### src/rtl/itde_pkg.sv
// Shared types and constants for the inode table directory engine.
// No dependencies; every other rtl file except itde_ram refers to this package by scoped names.
`default_nettype none
package itde_pkg;

    localparam int ACT_W    = 3;
    localparam int IDX_W    = 6;
    localparam int NAME_W   = 64;
    localparam int IN_W     = 80;
    localparam int OUT_W    = 16;
    localparam int SCAN_W   = 16;

    localparam logic [ACT_W-1:0] ACT_CREATE = 3'd0;
    localparam logic [ACT_W-1:0] ACT_DELETE = 3'd1;
    localparam logic [ACT_W-1:0] ACT_GET    = 3'd2;
    localparam logic [ACT_W-1:0] ACT_ADD    = 3'd3;
    localparam logic [ACT_W-1:0] ACT_RESET  = 3'd4;

    localparam logic [1:0] KIND_NONE = 2'd0;
    localparam logic [1:0] KIND_FILE = 2'd1;
    localparam logic [1:0] KIND_DIR  = 2'd2;

    localparam logic ST_OK   = 1'b0;
    localparam logic ST_FAIL = 1'b1;

    // Classified command handed from the front end to the executor
    typedef struct packed {
        logic [ACT_W-1:0]  action;
        logic              node_kind;
        logic [IDX_W-1:0]  inode_index;
        logic [IDX_W-1:0]  sub_index;
        logic [NAME_W-1:0] entry_name;
        logic              act_ok;
        logic              idx_ok;
        logic              sub_ok;
        logic              name_ok;
    } t_cmd;

endpackage
`default_nettype wire

### src/rtl/itde_front.sv
// Front end: takes input transfers, unpacks and range-checks them into a t_cmd.
// Depends on itde_pkg.
`default_nettype none
module itde_front #(
    parameter int INODE_COUNT = 64
) (
    input  wire logic                      i_clk,
    input  wire logic                      i_rst_n,
    input  wire logic                      i_s_tvalid,
    output logic                           o_s_tready,
    input  wire logic [itde_pkg::IN_W-1:0] i_s_tdata,
    output logic                           o_valid,
    output itde_pkg::t_cmd                 o_cmd,
    input  wire logic                      i_ready
);

    localparam int CMP_W = (($clog2(INODE_COUNT) > itde_pkg::IDX_W) ?
                            $clog2(INODE_COUNT) : itde_pkg::IDX_W) + 1;

    logic           r_valid;
    itde_pkg::t_cmd r_cmd;
    itde_pkg::t_cmd n_cmd;
    logic           accept;

    always_comb begin
        n_cmd.action      = i_s_tdata[2:0];
        n_cmd.node_kind   = i_s_tdata[3];
        n_cmd.inode_index = i_s_tdata[9:4];
        n_cmd.sub_index   = i_s_tdata[15:10];
        n_cmd.entry_name  = i_s_tdata[79:16];
        n_cmd.act_ok      = (n_cmd.action == itde_pkg::ACT_CREATE) ||
                            (n_cmd.action == itde_pkg::ACT_DELETE) ||
                            (n_cmd.action == itde_pkg::ACT_GET)    ||
                            (n_cmd.action == itde_pkg::ACT_ADD)    ||
                            (n_cmd.action == itde_pkg::ACT_RESET);
        n_cmd.idx_ok      = CMP_W'(n_cmd.inode_index) < CMP_W'(INODE_COUNT);
        n_cmd.sub_ok      = CMP_W'(n_cmd.sub_index) < CMP_W'(INODE_COUNT);
        // empty name: lowest byte zero
        n_cmd.name_ok     = |n_cmd.entry_name[7:0];
    end

    assign o_s_tready = !r_valid || i_ready;
    assign accept     = i_s_tvalid && o_s_tready;

    always_ff @(posedge i_clk) begin
        if (!i_rst_n) begin
            r_valid <= 1'b0;
        end else if (accept) begin
            r_valid <= 1'b1;
        end else if (i_ready) begin
            r_valid <= 1'b0;
        end
    end

    always_ff @(posedge i_clk) begin
        if (accept) begin
            r_cmd <= n_cmd;
        end
    end

    assign o_valid = r_valid;
    assign o_cmd   = r_cmd;

endmodule
`default_nettype wire

### config.mk
export PLATFORM = sky130hd
export DESIGN_NAME = itde_front
export DESIGN_NICKNAME = d
export VERILOG_FILES = /design/src/rtl/itde_pkg.sv /design/src/rtl/itde_front.sv
export SDC_FILE = /design/constraint.sdc
export NUM_CORES = 1
export LEC_CHECK = 0
export BUFFER_PORTS_ARGS = -buffer_cell sky130_fd_sc_hd__buf_4
export CORE_MARGIN = 2
export CORE_UTILIZATION = 44
export CTS_CLUSTER_SIZE = 40
export DETAILED_ROUTE_END_ITERATION = 12
export PLACE_DENSITY = 0.92
export RECOVER_POWER = 50
export SYNTH_ARGS = -nofsm -noshare
export SYNTH_HDL_FRONTEND = slang
export SYNTH_SLANG_ARGS = --single-unit
### constraint.sdc
create_clock -name i_clk -period 6.4 [get_ports i_clk]
set_clock_uncertainty 0.05 [all_clocks]
set_input_delay 0.64 -clock i_clk [delete_from_list [all_inputs] [get_ports i_clk]]
set_output_delay 0.64 -clock i_clk [all_outputs]
set_load 0.005 [all_outputs]
==> PnR_summary.wiki <==
{| class="wikitable"
! Metric !! Value
|-
| Die H || approximately 80 µm
|-
| Reg clk slew, reported paths || around 0.1 ns
|-
| Maximum level of the CTS H-tree || 3
|-
| Post-synthesis share of cell area spent on and, or, nand and nor gates || 0.0142
|-
| Number of instances in the synthesized netlist || 94
|-
| End of the worst hold path || o_cmd[43]
|-
| Leakage power of the design || between 1.5 and 2 nW
|-
| Hold path startpoint || i_s_tdata[55]
|-
| Data arrival time of the critical path || 1.74 ns
|-
| Syn avg cell area || 27.2 µm²
|-
| Post-route antenna net violation count || 0
|-
| Post-CTS setup-driven buffer insertion count || 0
|-
| Total power density per cell area || between 200 and 300 nW/µm²
|-
| Antenna violations before repair || 0
|-
| TritonCTS clock tree || done
|-
| Multiplexer fraction of the synthesized cell area || 0
|-
| Complex-gate fraction of the synthesized area || 0.00490
|-
| Number of nets in the finished design || around 360
|-
| Critical path launch point type || input pin
|-
| Buffers added on ports || between 150 and 200
|-
| Total chip power || 1.11 mW
|-
| Total clock buffers created by CTS || 9
|-
| Slew at the pin closest to its max-slew limit || around 1.0 ns
|-
| Maximum number of pins on one net before global-route repair || 83
|-
| Weighted congestion at the end of routability-driven global placement || approximately 0.73
|-
| Worst setup path category || in -> reg
|-
| VDD IR-drop max || between 0.2 and 0.25 mV
|-
| Placed cell area || slightly below 4000 µm²
|-
| Worst R2R Setup Slack || roughly 4.7 ns
|-
| Number of remaining DRC errors || 0
|-
| Post-CTS Resized || 0
|-
| Area added between synthesis and finish || 57.9%
|-
| Crit path required time || between 6 and 7 ns
|-
| Final Max Slew Viols || 0
|-
| Area of all placed cells without fillers || 4030 µm²
|-
| Reported max-cap violation count || 0
|-
| Share of post-route cells with drive strength above 1 || 0.620
|-
| Biggest area consumer among synthesized cells || edfxtp_1
|-
| Chip Width || 80.2 µm
|-
| Number of failing hold endpoints at the final stage || 0
|-
| Run status || finished clean
|-
| Floorplan Core Area || about 5500 µm²
|-
| Multi-input combinational cell area || around 51 µm²
|-
| Worst reg-to-reg path cell count || 2
|-
| Die area || between 6000 and 7000 µm²
|-
| Reg2reg start || o_valid
|-
| Worst r2r dst || o_cmd[82]
|-
| Most common cell after layout, fill and taps aside || clkbuf_4
|-
| Class of the most critical hold timing path || in -> reg
|-
| Setup repair after global routing missed its margin || no
|-
| Vias post-DR || approximately 1600
|-
| Number of storage elements in the synthesis netlist || 83
|-
| Vias in the first global route || 1718
|-
| Wire length of the first global-routing pass || approximately 9.3 mm
|-
| Effective utilization at floorplan || 0.461
|-
| Post-Synth Adder-Cell Area || 0
|-
| Synth area leaders || edfxtp_1, dfxtp_1, buf_4, nand2b_4, nor4_1
|-
| Element type at the critical path end || register
|-
| Number of filler cells placed in the layout || between 300 and 400
|-
| Vias per inst || ~4.6
|-
| Commonest cells after routing, fill and taps aside || clkbuf_4, edfxtp_1, buf_4
|-
| Worst relative slew slack || 0.325
|-
| Number of diodes || 0
|-
| Top cell type's share of synthesized area || 0.964
|-
| Post-route clock period utilization || 0.285
|-
| Number of search-and-repair iterations in the first detailed-routing pass || 4
|-
| Cell area after synthesis || between 2000 and 3000 µm²
|-
| Number of top-level design ports || 170
|-
| Buffer depth of the longest clock path || 2
|-
| Portion of the post-synthesis area used by sequential elements || 0.972
|-
| Maximum clock rate || roughly 550 MHz
|-
| Critical Path Fanout Max || about 80
|-
| Final Critical Period || 1.82 ns
|-
| Xor/xnor share of the synthesized area || 0
|-
| Worst hold path stage count || 1
|-
| Global-route usage over all layers || 0.210
|-
| Setup TNS || 0 ns
|-
| Clk root buf || clkbuf_8
|-
| Final Setup Violations || 0
|-
| Storage element area || 2480 µm²
|-
| Yosys Warn Count || 0
|-
| Aggregate global routing overflow || 0
|-
| Post-synth cell types || 11
|-
| Final wirelength || about 6.6 mm
|-
| Post-detail-place hpwl || around 4.7 mm
|-
| CTS Hold Bufs || 0
|-
| Main combinational cell family by area after synthesis || simple AND/OR/NAND/NOR gates
|-
| Source-to-sink clock delay at the later pin of the worst-skew pair || between 0.3 and 0.4 ns
|-
| Number of sinks driven by the clock tree || 83
|-
| DRT iter0 DRCs || 64
|-
| Average wire length per cell after detail routing || 18.9 µm
|-
| Number of core rows || 27
|}
==> per-layer routing <==
metal / up-vias / global-route usage / part of all wire
met1: 769 / 0.202 / 0.31
met2: 107 / 0.376 / 0.56
met4: 0 / 0.110 / 0.025
li1: 725 / - / -
met3: 17 / 0.0910 / 0.11
met5: - / 0 / 0
==> cell families after synthesis <==
logic type | Yosys count
flops | 83
simple gates | 5
buf+inv | 3
compound gates | 2
other cells | 1
==> area by class of cell <==
type,count,share of cell area
Multi-Input combinational cell,9,0.0127
Clock inverter,7,0.0186
Inverter,1,0.000931
Sequential cell,83,0.616
Timing Repair Buffer,167,0.299
Clock buffer,9,0.0307
Tap cell,72,0.0223
==> power by group <==
group	switching (mW)	internal (mW)	total, mW
Combinational	0.0399	0.0596	0.0995
Clock	0.188	0.182	0.370
Sequential	0.00944	0.635	0.645
Total	0.237	0.877	1.11
==> worst max path at each step <==
stage             from         to  slack, ns  cells after the start
6_report       i_ready  o_cmd[82]       4.58                      3
3_3_place_gp   i_ready  o_cmd[27]       4.33                      3
5_1_grt        i_ready  o_cmd[53]       4.49                      3
2_1_floorplan  i_ready   o_cmd[0]       3.23                      2
3_5_place_dp   i_ready  o_cmd[30]       4.27                      3
4_1_cts        i_ready  o_cmd[27]       4.64                      3
==> stage by stage <==
step | util | hold WS (ns) | setup slack (ns) | cells
2_1_floorplan | - | 0.468 | 3.23 | 95
3_3_place_gp | 0.702 | 0.467 | 4.33 | 332
5_1_grt | 0.728 | 0.413 | 4.49 | 348
3_5_place_dp | 0.702 | 0.511 | 4.27 | 332
6_report | 0.728 | 0.428 | 4.58 | 348
4_1_cts | 0.738 | 0.396 | 4.64 | 348
==> synth_stat cells <==
cell type  number
edfxtp_1       82
nand2b_4        1
and2_1          1
o21ai_0         1
conb_1          1
nand2_1         1
nor4_1          2
buf_4           2
dfxtp_1         1
a21boi_0        1
inv_1           1
==> worst max-delay path, stage by stage <==
cell and delay [ns]:
buf_4 0.08, nand2b_1 0.15, and2_4 0.83
==> flip-flops by register name, indices dropped and copies added, names as in the netlist <==
register  flops
o_cmd        82
o_valid       1
Power figures use the tool's default switching activity.
