<file path="src/rtl/itde_pkg.sv">
// Shared types and constants for the inode table directory engine.
// No dependencies; every other rtl file except itde_ram refers to this package by scoped names.
`default_nettype none
package itde_pkg;

    localparam int ACT_W    = 3;
    localparam int IDX_W    = 6;
    localparam int NAME_W   = 64;
    localparam int IN_W     = 80;
    localparam int OUT_W    = 16;
    localparam int SCAN_W   = 16;

    localparam logic [ACT_W-1:0] ACT_CREATE = 3'd0;
    localparam logic [ACT_W-1:0] ACT_DELETE = 3'd1;
    localparam logic [ACT_W-1:0] ACT_GET    = 3'd2;
    localparam logic [ACT_W-1:0] ACT_ADD    = 3'd3;
    localparam logic [ACT_W-1:0] ACT_RESET  = 3'd4;

    localparam logic [1:0] KIND_NONE = 2'd0;
    localparam logic [1:0] KIND_FILE = 2'd1;
    localparam logic [1:0] KIND_DIR  = 2'd2;

    localparam logic ST_OK   = 1'b0;
    localparam logic ST_FAIL = 1'b1;

    // Classified command handed from the front end to the executor
    typedef struct packed {
        logic [ACT_W-1:0]  action;
        logic              node_kind;
        logic [IDX_W-1:0]  inode_index;
        logic [IDX_W-1:0]  sub_index;
        logic [NAME_W-1:0] entry_name;
        logic              act_ok;
        logic              idx_ok;
        logic              sub_ok;
        logic              name_ok;
    } t_cmd;

endpackage
`default_nettype wire

</file>
<file path="src/rtl/itde_queue.sv">
// Short command queue between the front end and the executor.
// Depends on itde_pkg.
`default_nettype none
module itde_queue #(
    parameter int DEPTH = 2
) (
    input  wire logic           i_clk,
    input  wire logic           i_rst_n,
    input  wire logic           i_push,
    input  wire itde_pkg::t_cmd i_data,
    output logic                o_full,
    input  wire logic           i_pop,
    output itde_pkg::t_cmd      o_data,
    output logic                o_empty
);

    localparam int PW = $clog2(DEPTH);

    itde_pkg::t_cmd r_mem [DEPTH];
    logic [PW-1:0]  r_wptr;
    logic [PW-1:0]  r_rptr;
    logic [PW:0]    r_count;
    logic           push;
    logic           pop;

    assign o_full  = (r_count == (PW+1)'(DEPTH));
    assign o_empty = (r_count == '0);
    assign push    = i_push && !o_full;
    assign pop     = i_pop && !o_empty;
    assign o_data  = r_mem[r_rptr];

    always_ff @(posedge i_clk) begin
        if (!i_rst_n) begin
            r_wptr  <= '0;
            r_rptr  <= '0;
            r_count <= '0;
        end else begin
            if (push) begin
                r_wptr <= (r_wptr == PW'(DEPTH-1)) ? '0 : r_wptr + 1'b1;
            end
            if (pop) begin
                r_rptr <= (r_rptr == PW'(DEPTH-1)) ? '0 : r_rptr + 1'b1;
            end
            if (push && !pop) begin
                r_count <= r_count + 1'b1;
            end else if (pop && !push) begin
                r_count <= r_count - 1'b1;
            end
        end
    end

    always_ff @(posedge i_clk) begin
        if (push) begin
            r_mem[r_wptr] <= i_data;
        end
    end

endmodule
`default_nettype wire

</file>
<file path="config.mk">
export PLATFORM = sky130hd
export DESIGN_NAME = itde_queue
export DESIGN_NICKNAME = d
export VERILOG_FILES = /design/src/rtl/itde_pkg.sv /design/src/rtl/itde_queue.sv
export SDC_FILE = /design/constraint.sdc
export NUM_CORES = 1
export LEC_CHECK = 0
export ABC_AREA = 1
export BUFFER_PORTS_ARGS = -buffer_cell sky130_fd_sc_hd__buf_2
export CAP_MARGIN = 20
export CORE_MARGIN = 2
export CORE_UTILIZATION = 50
export DETAILED_ROUTE_END_ITERATION = 10
export PLACE_DENSITY = 0.76
export SLEW_MARGIN = 20
export SYNTH_ARGS = -nofsm -noshare
export SYNTH_HDL_FRONTEND = slang
export SYNTH_SLANG_ARGS = --single-unit
</file>
<file path="constraint.sdc">
create_clock -name i_clk -period 10.63 [get_ports i_clk]
set_input_delay 2.126 -clock i_clk [delete_from_list [all_inputs] [get_ports i_clk]]
set_output_delay 2.126 -clock i_clk [all_outputs]
set_load 0.005 [all_outputs]
</file>
==> results of run 1 <==
[power by group]
group	switching, mW	internal [mW]
sequential	0.0358	0.864
combinational	0.191	0.218
clock	0.229	0.368
total	0.456	1.45
[flip-flops by register name, indices dropped and copies added (netlist names), named ones only]
register and flops:
r_mem 168, r_wptr 1, r_rptr 1, r_count 2
[synthesized netlist by cell type]
cell type and number:
nand2_1 6, mux2_2 24, dfxtp_1 5, nor2_1 11, o21ai_1 1, a21oi_1 1, ha_1 1, edfxtp_1 168
nand4_1 1, buf_2 2, o21ai_0 2, mux2_4 60, nand3_1 1, inv_1 9, buf_6 7
[per-layer routing]
metal / vias to the layer above / track usage / routed length, um / part of all wire
met5: - / 0 / 0 / 0
met4: 0 / 0.0751 / 234 / 0.021
met3: 22 / 0.0560 / 849 / 0.075
met2: 141 / 0.269 / 5550 / 0.49
met1: 1581 / 0.200 / 4750 / 0.42
li1: 1535 / - / - / -
[worst max-delay path, delay by kind of cell, from the launching register on]
kind     cells  cell delay [ps]
buf+inv      2             1010
mux          1              420
flops        1              560
[kinds of logic (layout without fill, tap and decap cells)]
family	count (synthesis)	count (layout)	share of synthesized area
buffers and inverters	18	217	0.0187
adder cells (fa/ha/maj)	1	1	0.00191
other	0	2	0
flip-flops	173	173	0.786
AND/OR/NAND/NOR	19	19	0.0115
AO/OA/AOI/OAI	4	4	0.00306
multiplexers	84	84	0.179
[path summary, 6_finish.rpt]
kind | start | endpoint | slack, ps | cells past startpoint
setup / recovery | flip-flop | o_data[74] | 6050 | 3
hold / removal | r_rptr | r_rptr | 510 | 2
setup reg to reg | r_count[0] | r_mem[0][10] | 8190 | 3
hold reg to reg | r_rptr | r_rptr | 510 | 2
[final cells by class]
cell class,count,share of cell area
Sequential cell,173,0.630
Multi-Input combinational cell,108,0.158
Timing Repair Buffer,176,0.109
Clock buffer,24,0.0602
Tap cell,172,0.0264
Clock inverter,8,0.0110
Inverter,9,0.00414
Antenna cell,2,0.000613
==> run_results.csv, run 1 <==
group,metric,value,unit
outcome,status,"complete, no violations",
drt,avgRoutedWirePerCell,16.9,um
floorplan,core,12700,um2
yosys,netlist_area,6550,um2
clocking,cts_sinks,173,
worst_setup_path,critPathSlowestCell,"buf_4",
sta,setup_viol,0,
worst_setup_path,cp.required,8500,ps
pwr,ir_worst_vdd,0.176,mV
clocking,cts.reportedPaths.clkPinSlew,60,ps
yosys,yosysTopAreaCell,"edfxtp_1",
place,placed_area,7580,um2
pwr,p_leak,3.21,nW
drt,drc,0,
yosys,ys_seq_elements,173,
worst_setup_path,endpoint_kind,"primary output",
yosys,syn_inst,299,
hold_path,hold_path.class,"flip-flop to flip-flop",
floorplan,die_w,118,um
clocking,cts_setup_buffers,0,
layout,multi_input_area,1290,um2
floorplan,row_count,41,
layout,area_growth,24.8,%
drt,wl,11.4,mm
yosys,yosys_warnings,0,
sta,period_share,0.431,
drt,vias,3279,
sta,period_needed,4580,ps
pwr,total_power,1.91,mW
layout,utilization,0.642,
place,pre_cts_ws,6390,ps
layout,final_common_cell,"buf_2",
worst_setup_path,cp.arrival,2450,ps
pwr,power_density,234,nW/um2
clocking,cts_root_buf,"clkbuf_16",
drt,ant_nets,0,
clocking,clockBufferDepth,2,
yosys,synth_area_per_cell,21.9,um2
floorplan,die_h,118,um
layout,drive_gt1_frac,0.586,
drt,first_pass_iters,4,
global_routing,grt-ovfl-total,0,
sta,holdWs,507,ps
drt,avgViaCountPerCell,4.88,
sta,rsz0062_at_grt,"false",
global_routing,track_usage,0.165,
yosys,synth.yosys.seq_area_share,0.786,
clocking,insertion_delay,420,ps
sta,drv_slew,0,
place,gp_routability_congestion,0.703,
clocking,cts_resized,0,
clocking,cts.htree.levels,4,
sta,skew,9.23,ps
clocking,cts_tree,"done",
yosys,synth.distinct_cells,15,
layout,n_fill_cell,934,
sta,hold_viol,0,
job,cap_violations,0,
worst_setup_path,worstPathCellList,"buf_4, mux2_2, buf_2",
floorplan,fp.dieArea,14000,um2
floorplan,start_util,0.515,
drt,first_iter_violations,245,
yosys,synth_nets,388,
place,place_inst,638,
floorplan,io-pin-count,174,
clocking,ctsHoldBuffers,0,
global_routing,first_global_vias,3358,
global_routing,grt_pass1_wl,17.3,mm
worst_setup_path,worstPathMaxFanout,60,
layout,ff_latch_area,5150,um2
place,port_buffers,173,
layout,final_nets,574,
global_routing,antenna_found_initial,0,
sta,fin_ws,6050,ps
worst_setup_path,slowest_delay,880,ps
place,dp.final_hpwl,7.53,mm
sta,slew_headroom,0.270,
global_routing,grt_max_degree,61,
worst_setup_path,critical_path_class,"flip-flop to primary output",
clocking,cts_buffers,17,
layout,layout_common_cells,"173 x buf_2, 168 x edfxtp_1, 60 x mux2_4",
yosys,yosysTopAreaCellShare,0.771,
sta,worst_pin_slew,1100,ps
sta,max_freq,218,MHz
yosys,synth.top_cells.by_area,"edfxtp_1 77%, mux2_4 14%, mux2_2 4.1%, dfxtp_1 1.5%, buf_6 1.2%",
layout,finalNonFillerCells,672,
worst_setup_path,worstSetupStartpointType,"flip-flop",
layout,stdcell_area,8170,um2
sta,fin_setup_tns,0,ps
No activity file was read; power rests on OpenSTA's default activity.
==> run 2: changes to the inputs <==
Settings changed: ABC_AREA 1 to 0, PLACE_DENSITY 0.76 to 0.77.
Clock period 10.63 ns to 4.4 ns, I/O delays scaled along.
==> run 2 against run 1 <==
Net effect:
- sequential power up 140%
- flip-flop and latch count unchanged
- non-clock buffer count up 2
- global-route usage down 0.10 points
- highest routed layer unchanged
==> run_results.csv, run 2 <==
group,metric,value,unit
pwr,power_switching,1.14,mW
global_routing,grt-ovfl-total,0,
drt,first_pass_iters,4,
pwr,p_sw_frac,0.252,
pwr,total_power,4.51,mW
pwr,cellInternalPower,3.37,mW
worst_setup_path,cp.arrival,1940,ps
floorplan,row_count,41,
yosys,netlist_area,6310,um2
clocking,clockBufferDepth,2,
clocking,cts_resized,0,
sta,max_freq,355,MHz
place,port_buffers,173,
drt,ant_nets,0,
clocking,cts_sinks,173,
pwr,ir_worst_vdd,0.314,mV
yosys,synth.top_cells.by_area,"edfxtp_1 80%, mux2_1 11%, mux2_2 4.3%, dfxtp_1 1.6%, buf_6 1.1%",
clocking,insertion_delay,420,ps
drt,wl,10.9,mm
yosys,synth_area_per_cell,22.1,um2
yosys,synth-edff-count,168,
sta,period_share,0.640,
yosys,ys.flop_type,"edfxtp_1",
sta,period_needed,2820,ps
global_routing,first_global_vias,3297,
sta,fin_ws,1580,ps
drt,drc,0,
drt,avgViaCountPerCell,4.89,
yosys,yosys_warnings,0,
floorplan,start_util,0.506,
global_routing,grt_pass1_wl,16.1,mm
clocking,cts_root_buf,"clkbuf_16",
global_routing,grt_max_degree,85,
floorplan,core,12500,um2
yosys,async_flop_share,0,
yosys,yosysTopAreaCell,"edfxtp_1",
clocking,cts_buffers,17,
drt,vias,3228,
sta,setup_viol,0,
worst_setup_path,endpoint_kind,"primary output",
layout,largest_register_ffs,168,
sta,fin_setup_tns,0,ps
sta,drv_slew,0,
layout,area_growth,26.3,%
sta,holdWs,531,ps
sta,rsz0062_at_grt,"false",
yosys,post-synth-top-count-cell,"edfxtp_1",
global_routing,track_usage,0.164,
yosys,syn_inst,286,
clocking,cts.reportedPaths.clkPinSlew,60,ps
floorplan,die_h,116,um
sta,hold_viol,0,
drt,avgRoutedWirePerCell,16.5,um
layout,largest-register,"r_mem",
layout,drive_gt1_frac,0.485,
hold_path,hold_path.class,"flip-flop to flip-flop",
pwr,seq_power_share,0.480,
pwr,combinationalPowerShare,0.202,
floorplan,io-pin-count,174,
yosys,synth.yosys.seq_area_share,0.815,
yosys,yosysTopAreaCellShare,0.800,
clocking,cts_setup_buffers,0,
worst_setup_path,cp.required,3520,ps
place,pre_cts_ws,1750,ps
place,dp.final_hpwl,7.03,mm
layout,final_nets,563,
pwr,clock_power_share,0.318,
sta,skew,6.89,ps
clocking,cts_tree,"done",
clocking,ctsHoldBuffers,0,
layout,final_common_cell,"buf_2",
worst_setup_path,worstPathMaxFanout,54,
global_routing,antenna_found_initial,1,
yosys,synth.distinct_cells,23,
sta,slew_headroom,0.398,
yosys,ys_top_cells_by_count,"168 x edfxtp_1, 60 x mux2_1, 24 x mux2_2",
layout,layout_common_cells,"173 x buf_2, 168 x edfxtp_1, 60 x mux2_1",
pwr,p_leak,2.99,nW
pwr,power_density,566,nW/um2
outcome,status,"complete, no violations",
drt,first_iter_violations,169,
worst_setup_path,critical_path_class,"flip-flop to primary output",
place,gp_routability_congestion,0.672,
clocking,cts.htree.levels,4,
sta,worst_pin_slew,900,ps
yosys,ys_seq_elements,173,
worst_setup_path,worstSetupStartpointType,"flip-flop",
yosys,synth_nets,375,
floorplan,fp.dieArea,13500,um2
floorplan,die_w,116,um
job,cap_violations,0,
layout,reg.largest.list,"r_mem (168), r_count (2)",
[run 2: changes by cell type after synthesis, moves of 3 or more]
cell and delta:
mux2_1 +60, mux2_4 -60, nor2_1 -9, inv_1 -8, nand2_1 -6, and2_1 +3
[run 2: power groups by stage]
stage / logic [mW] / registers, mW / clock network, mW
after floorplan: 0.577 / 2.15 / 0
after global placement: 0.823 / 2.25 / 0
after detailed placement: 0.837 / 2.27 / 0
after CTS: 0.846 / 2.24 / 1.47
after global routing: 1.00 / 2.19 / 1.54
final: 0.912 / 2.17 / 1.43
[run 2: final cells by class]
| type | instances | area (um2) |
|---|---|---|
| flip-flops and latches | 173 | 5150 |
| well taps | 172 | 215 |
| repair buffers | 178 | 936 |
| diodes | 1 | 2.50 |
| fillers | 884 | 4500 |
| inverters | 2 | 7.51 |
| multi-input cells | 102 | 1080 |
| clock buffers | 19 | 433 |
| clock inverters | 13 | 141 |
[run 2: critical path: stages, from the launching register on]
cell and delay [ps]:
dfxtp_4 640, buf_16 310, mux2_2 390, buf_2 130
[run 2: worst paths after layout]
kind	slack (ps)	depth (start not counted)	end	startpoint
worst max-delay path	1580	3	o_data[66]	flip-flop
worst min-delay path	530	2	r_count[1]	r_count[1]
worst max register to register	2210	4	r_mem[0][15]	r_count[0]
worst min register to register	530	2	r_count[1]	r_count[1]
[run 2: cell families after synthesis]
kind of cell	share of synthesized area
AOI/OAI and AO/OA	0.00516
xor gates and xnor gates	0.00416
adders and majority gates	0.00198
buffers and inverters	0.0147
DFF	0.815
muxes	0.150
and+or+nand+nor	0.00873
[run 2: layer usage]
metal,routed length (um),share of wire,track usage,vias up
met5,0,0,0,-
met1,4270,0.39,0.181,1579
li1,-,-,-,1514
met3,818,0.075,0.0701,20
met4,210,0.019,0.0778,0
met2,5600,0.51,0.275,115
[run 2: per-stage QoR]
stage / util / cells / cell area, um2
after floorplan: - / 286 / 6320
after global routing: 0.639 / 659 / 7970
after CTS: 0.637 / 658 / 7940
after global placement: 0.591 / 626 / 7360
final: 0.639 / 660 / 7970
after detailed placement: 0.591 / 626 / 7360
==> run 3: changes to the inputs <==
Settings changed: ABC_AREA 0 to 1, PLACE_DENSITY 0.77 to 0.76.
Clock period 4.4 ns to 2.6 ns, I/O delays scaled along.
==> run 3 against run 2 <==
Net effect:
- final cell count grew 2.1%
- count of clock-buffer cells in the layout is the same
- via count grew 3.0%
- total power grew 82%
- sequential share of layout area shrank 2.9 points
==> run_results.csv, run 3 (synthesis results as in run 1) <==
group,metric,value,unit
drt,avgViaCountPerCell,4.93,
pwr,ir_worst_vdd,0.522,mV
worst_setup_path,cp.arrival,1640,ps
pwr,power_switching,1.92,mW
floorplan,io-pin-count,174,
pwr,p_leak,3.28,nW
floorplan,fp.dieArea,14000,um2
clocking,cts.reportedPaths.clkPinSlew,60,ps
floorplan,core,12700,um2
place,placed_area,7670,um2
global_routing,grt-ovfl-total,0,
place,gp_routability_congestion,0.670,
pwr,power_density,984,nW/um2
drt,wl,11.4,mm
floorplan,die_w,118,um
clocking,insertion_delay,420,ps
drt,drc,0,
floorplan,die_h,118,um
clocking,cts_sinks,173,
floorplan,start_util,0.515,
drt,ant_nets,0,
place,dp.final_hpwl,7.44,mm
worst_setup_path,worstPathMaxFanout,49,
job,cap_violations,0,
drt,first_iter_violations,211,
hold_path,hold_path.class,"input pin to flip-flop",
drt,first_pass_iters,4,
sta,period_needed,2160,ps
layout,drive_gt1_frac,0.592,
global_routing,first_global_vias,3458,
layout,largest-register,"r_mem",
outcome,status,"complete, no violations",
global_routing,track_usage,0.167,
clocking,clockBufferDepth,2,
clocking,cts_tree,"done",
layout,multi_input_area,1290,um2
clocking,cts_resized,0,
global_routing,grt_max_degree,62,
place,port_buffers,173,
sta,fin_setup_tns,0,ps
clocking,cts.htree.levels,4,
sta,slew_headroom,0.623,
layout,reg.largest.list,"r_mem (168), r_count (2)",
clocking,ctsHoldBuffers,0,
layout,n_fill_cell,900,
pwr,p_sw_frac,0.234,
sta,skew,7.81,ps
sta,drv_slew,0,
clocking,cts_root_buf,"clkbuf_16",
sta,rsz0062_at_grt,"false",
sta,max_freq,463,MHz
layout,final_nets,578,
global_routing,antenna_found_initial,0,
clocking,cts_buffers,17,
layout,layout_common_cells,"173 x buf_2, 168 x edfxtp_1, 60 x mux2_4",
layout,area_growth,27.3,%
sta,setup_viol,0,
layout,largest_register_ffs,168,
worst_setup_path,cp.required,2080,ps
worst_setup_path,critical_path_class,"flip-flop to primary output",
sta,hold_viol,0,
worst_setup_path,endpoint_kind,"primary output",
pwr,seq_power_share,0.444,
global_routing,grt_pass1_wl,17.6,mm
layout,stdcell_area,8340,um2
layout,antenna_cells,0,
pwr,cellInternalPower,6.28,mW
floorplan,row_count,41,
worst_setup_path,worstSetupStartpointType,"flip-flop",
pwr,combinationalPowerShare,0.216,
drt,avgRoutedWirePerCell,16.8,um
sta,worst_pin_slew,561,ps
layout,ff_latch_area,5150,um2
sta,period_share,0.830,
layout,final_common_cell,"buf_2",
clocking,cts_setup_buffers,0,
pwr,clock_power_share,0.341,
drt,vias,3324,
run 3: cell count changes in the layout (fill, tap and decap cells not counted), moves of 3 or more:
| cell | previous run | this run |
|---|---|---|
| and2_1 | 3 | 0 |
| buf_12 | 1 | 5 |
| bufinv_16 | 2 | 6 |
| inv_1 | 1 | 9 |
| inv_6 | 3 | 0 |
| mux2_1 | 60 | 0 |
| mux2_4 | 0 | 60 |
| nand2_1 | 0 | 6 |
| nor2_1 | 2 | 9 |
run 3: layout make-up:
cell class / instances / share of cell area
flip-flops and latches: 173 / 0.618
multi-input cells: 108 / 0.155
repair buffers: 180 / 0.118
clock buffers: 19 / 0.0531
clock inverters: 13 / 0.0264
well taps: 172 / 0.0258
inverters: 9 / 0.00405
run 3: routing by layer:
layer	routed length, um	global-route usage	up-vias
met2	5690	0.277	137
met4	211	0.0766	0
met5	0	0	-
li1	-	-	1545
met1	4600	0.196	1628
met3	849	0.0584	14
run 3: final timing paths:
kind / start / end / slack (ps) / cells after the start
hold / removal: i_data[71] / r_mem[1][71] / 280 / 1
setup / recovery: flip-flop / o_data[70] / 440 / 3
hold reg to reg: r_wptr / r_wptr / 550 / 2
setup reg to reg: r_count[1] / r_count[1] / 740 / 9
run 3: worst max-delay path: stages (launching register included):
cell	delay [ps]
dfxtp_4	370
buf_12	320
mux2_2	390
buf_2	130
run 3: metrics by stage:
step           total power [mW]  hold WS [ps]  setup WS [ps]  instances  utilization
3_3_place_gp               5.42           481            744        642        0.603
6_report                   8.20           283            442        674        0.655
5_1_grt                    8.54           265            369        674        0.655
3_5_place_dp               5.49           528            671        642        0.603
2_1_floorplan              4.81           467           -660        299            -
4_1_cts                    8.29           261            395        674        0.655
run 3: power groups by stage:
stage / clock (mW) / sequential [mW] / combinational, mW
final: 2.79 / 3.64 / 1.77
after global routing: 2.96 / 3.67 / 1.91
after CTS: 2.85 / 3.64 / 1.80
after detailed placement: 0 / 3.69 / 1.80
after global placement: 0 / 3.67 / 1.76
after floorplan: 0 / 3.68 / 1.13
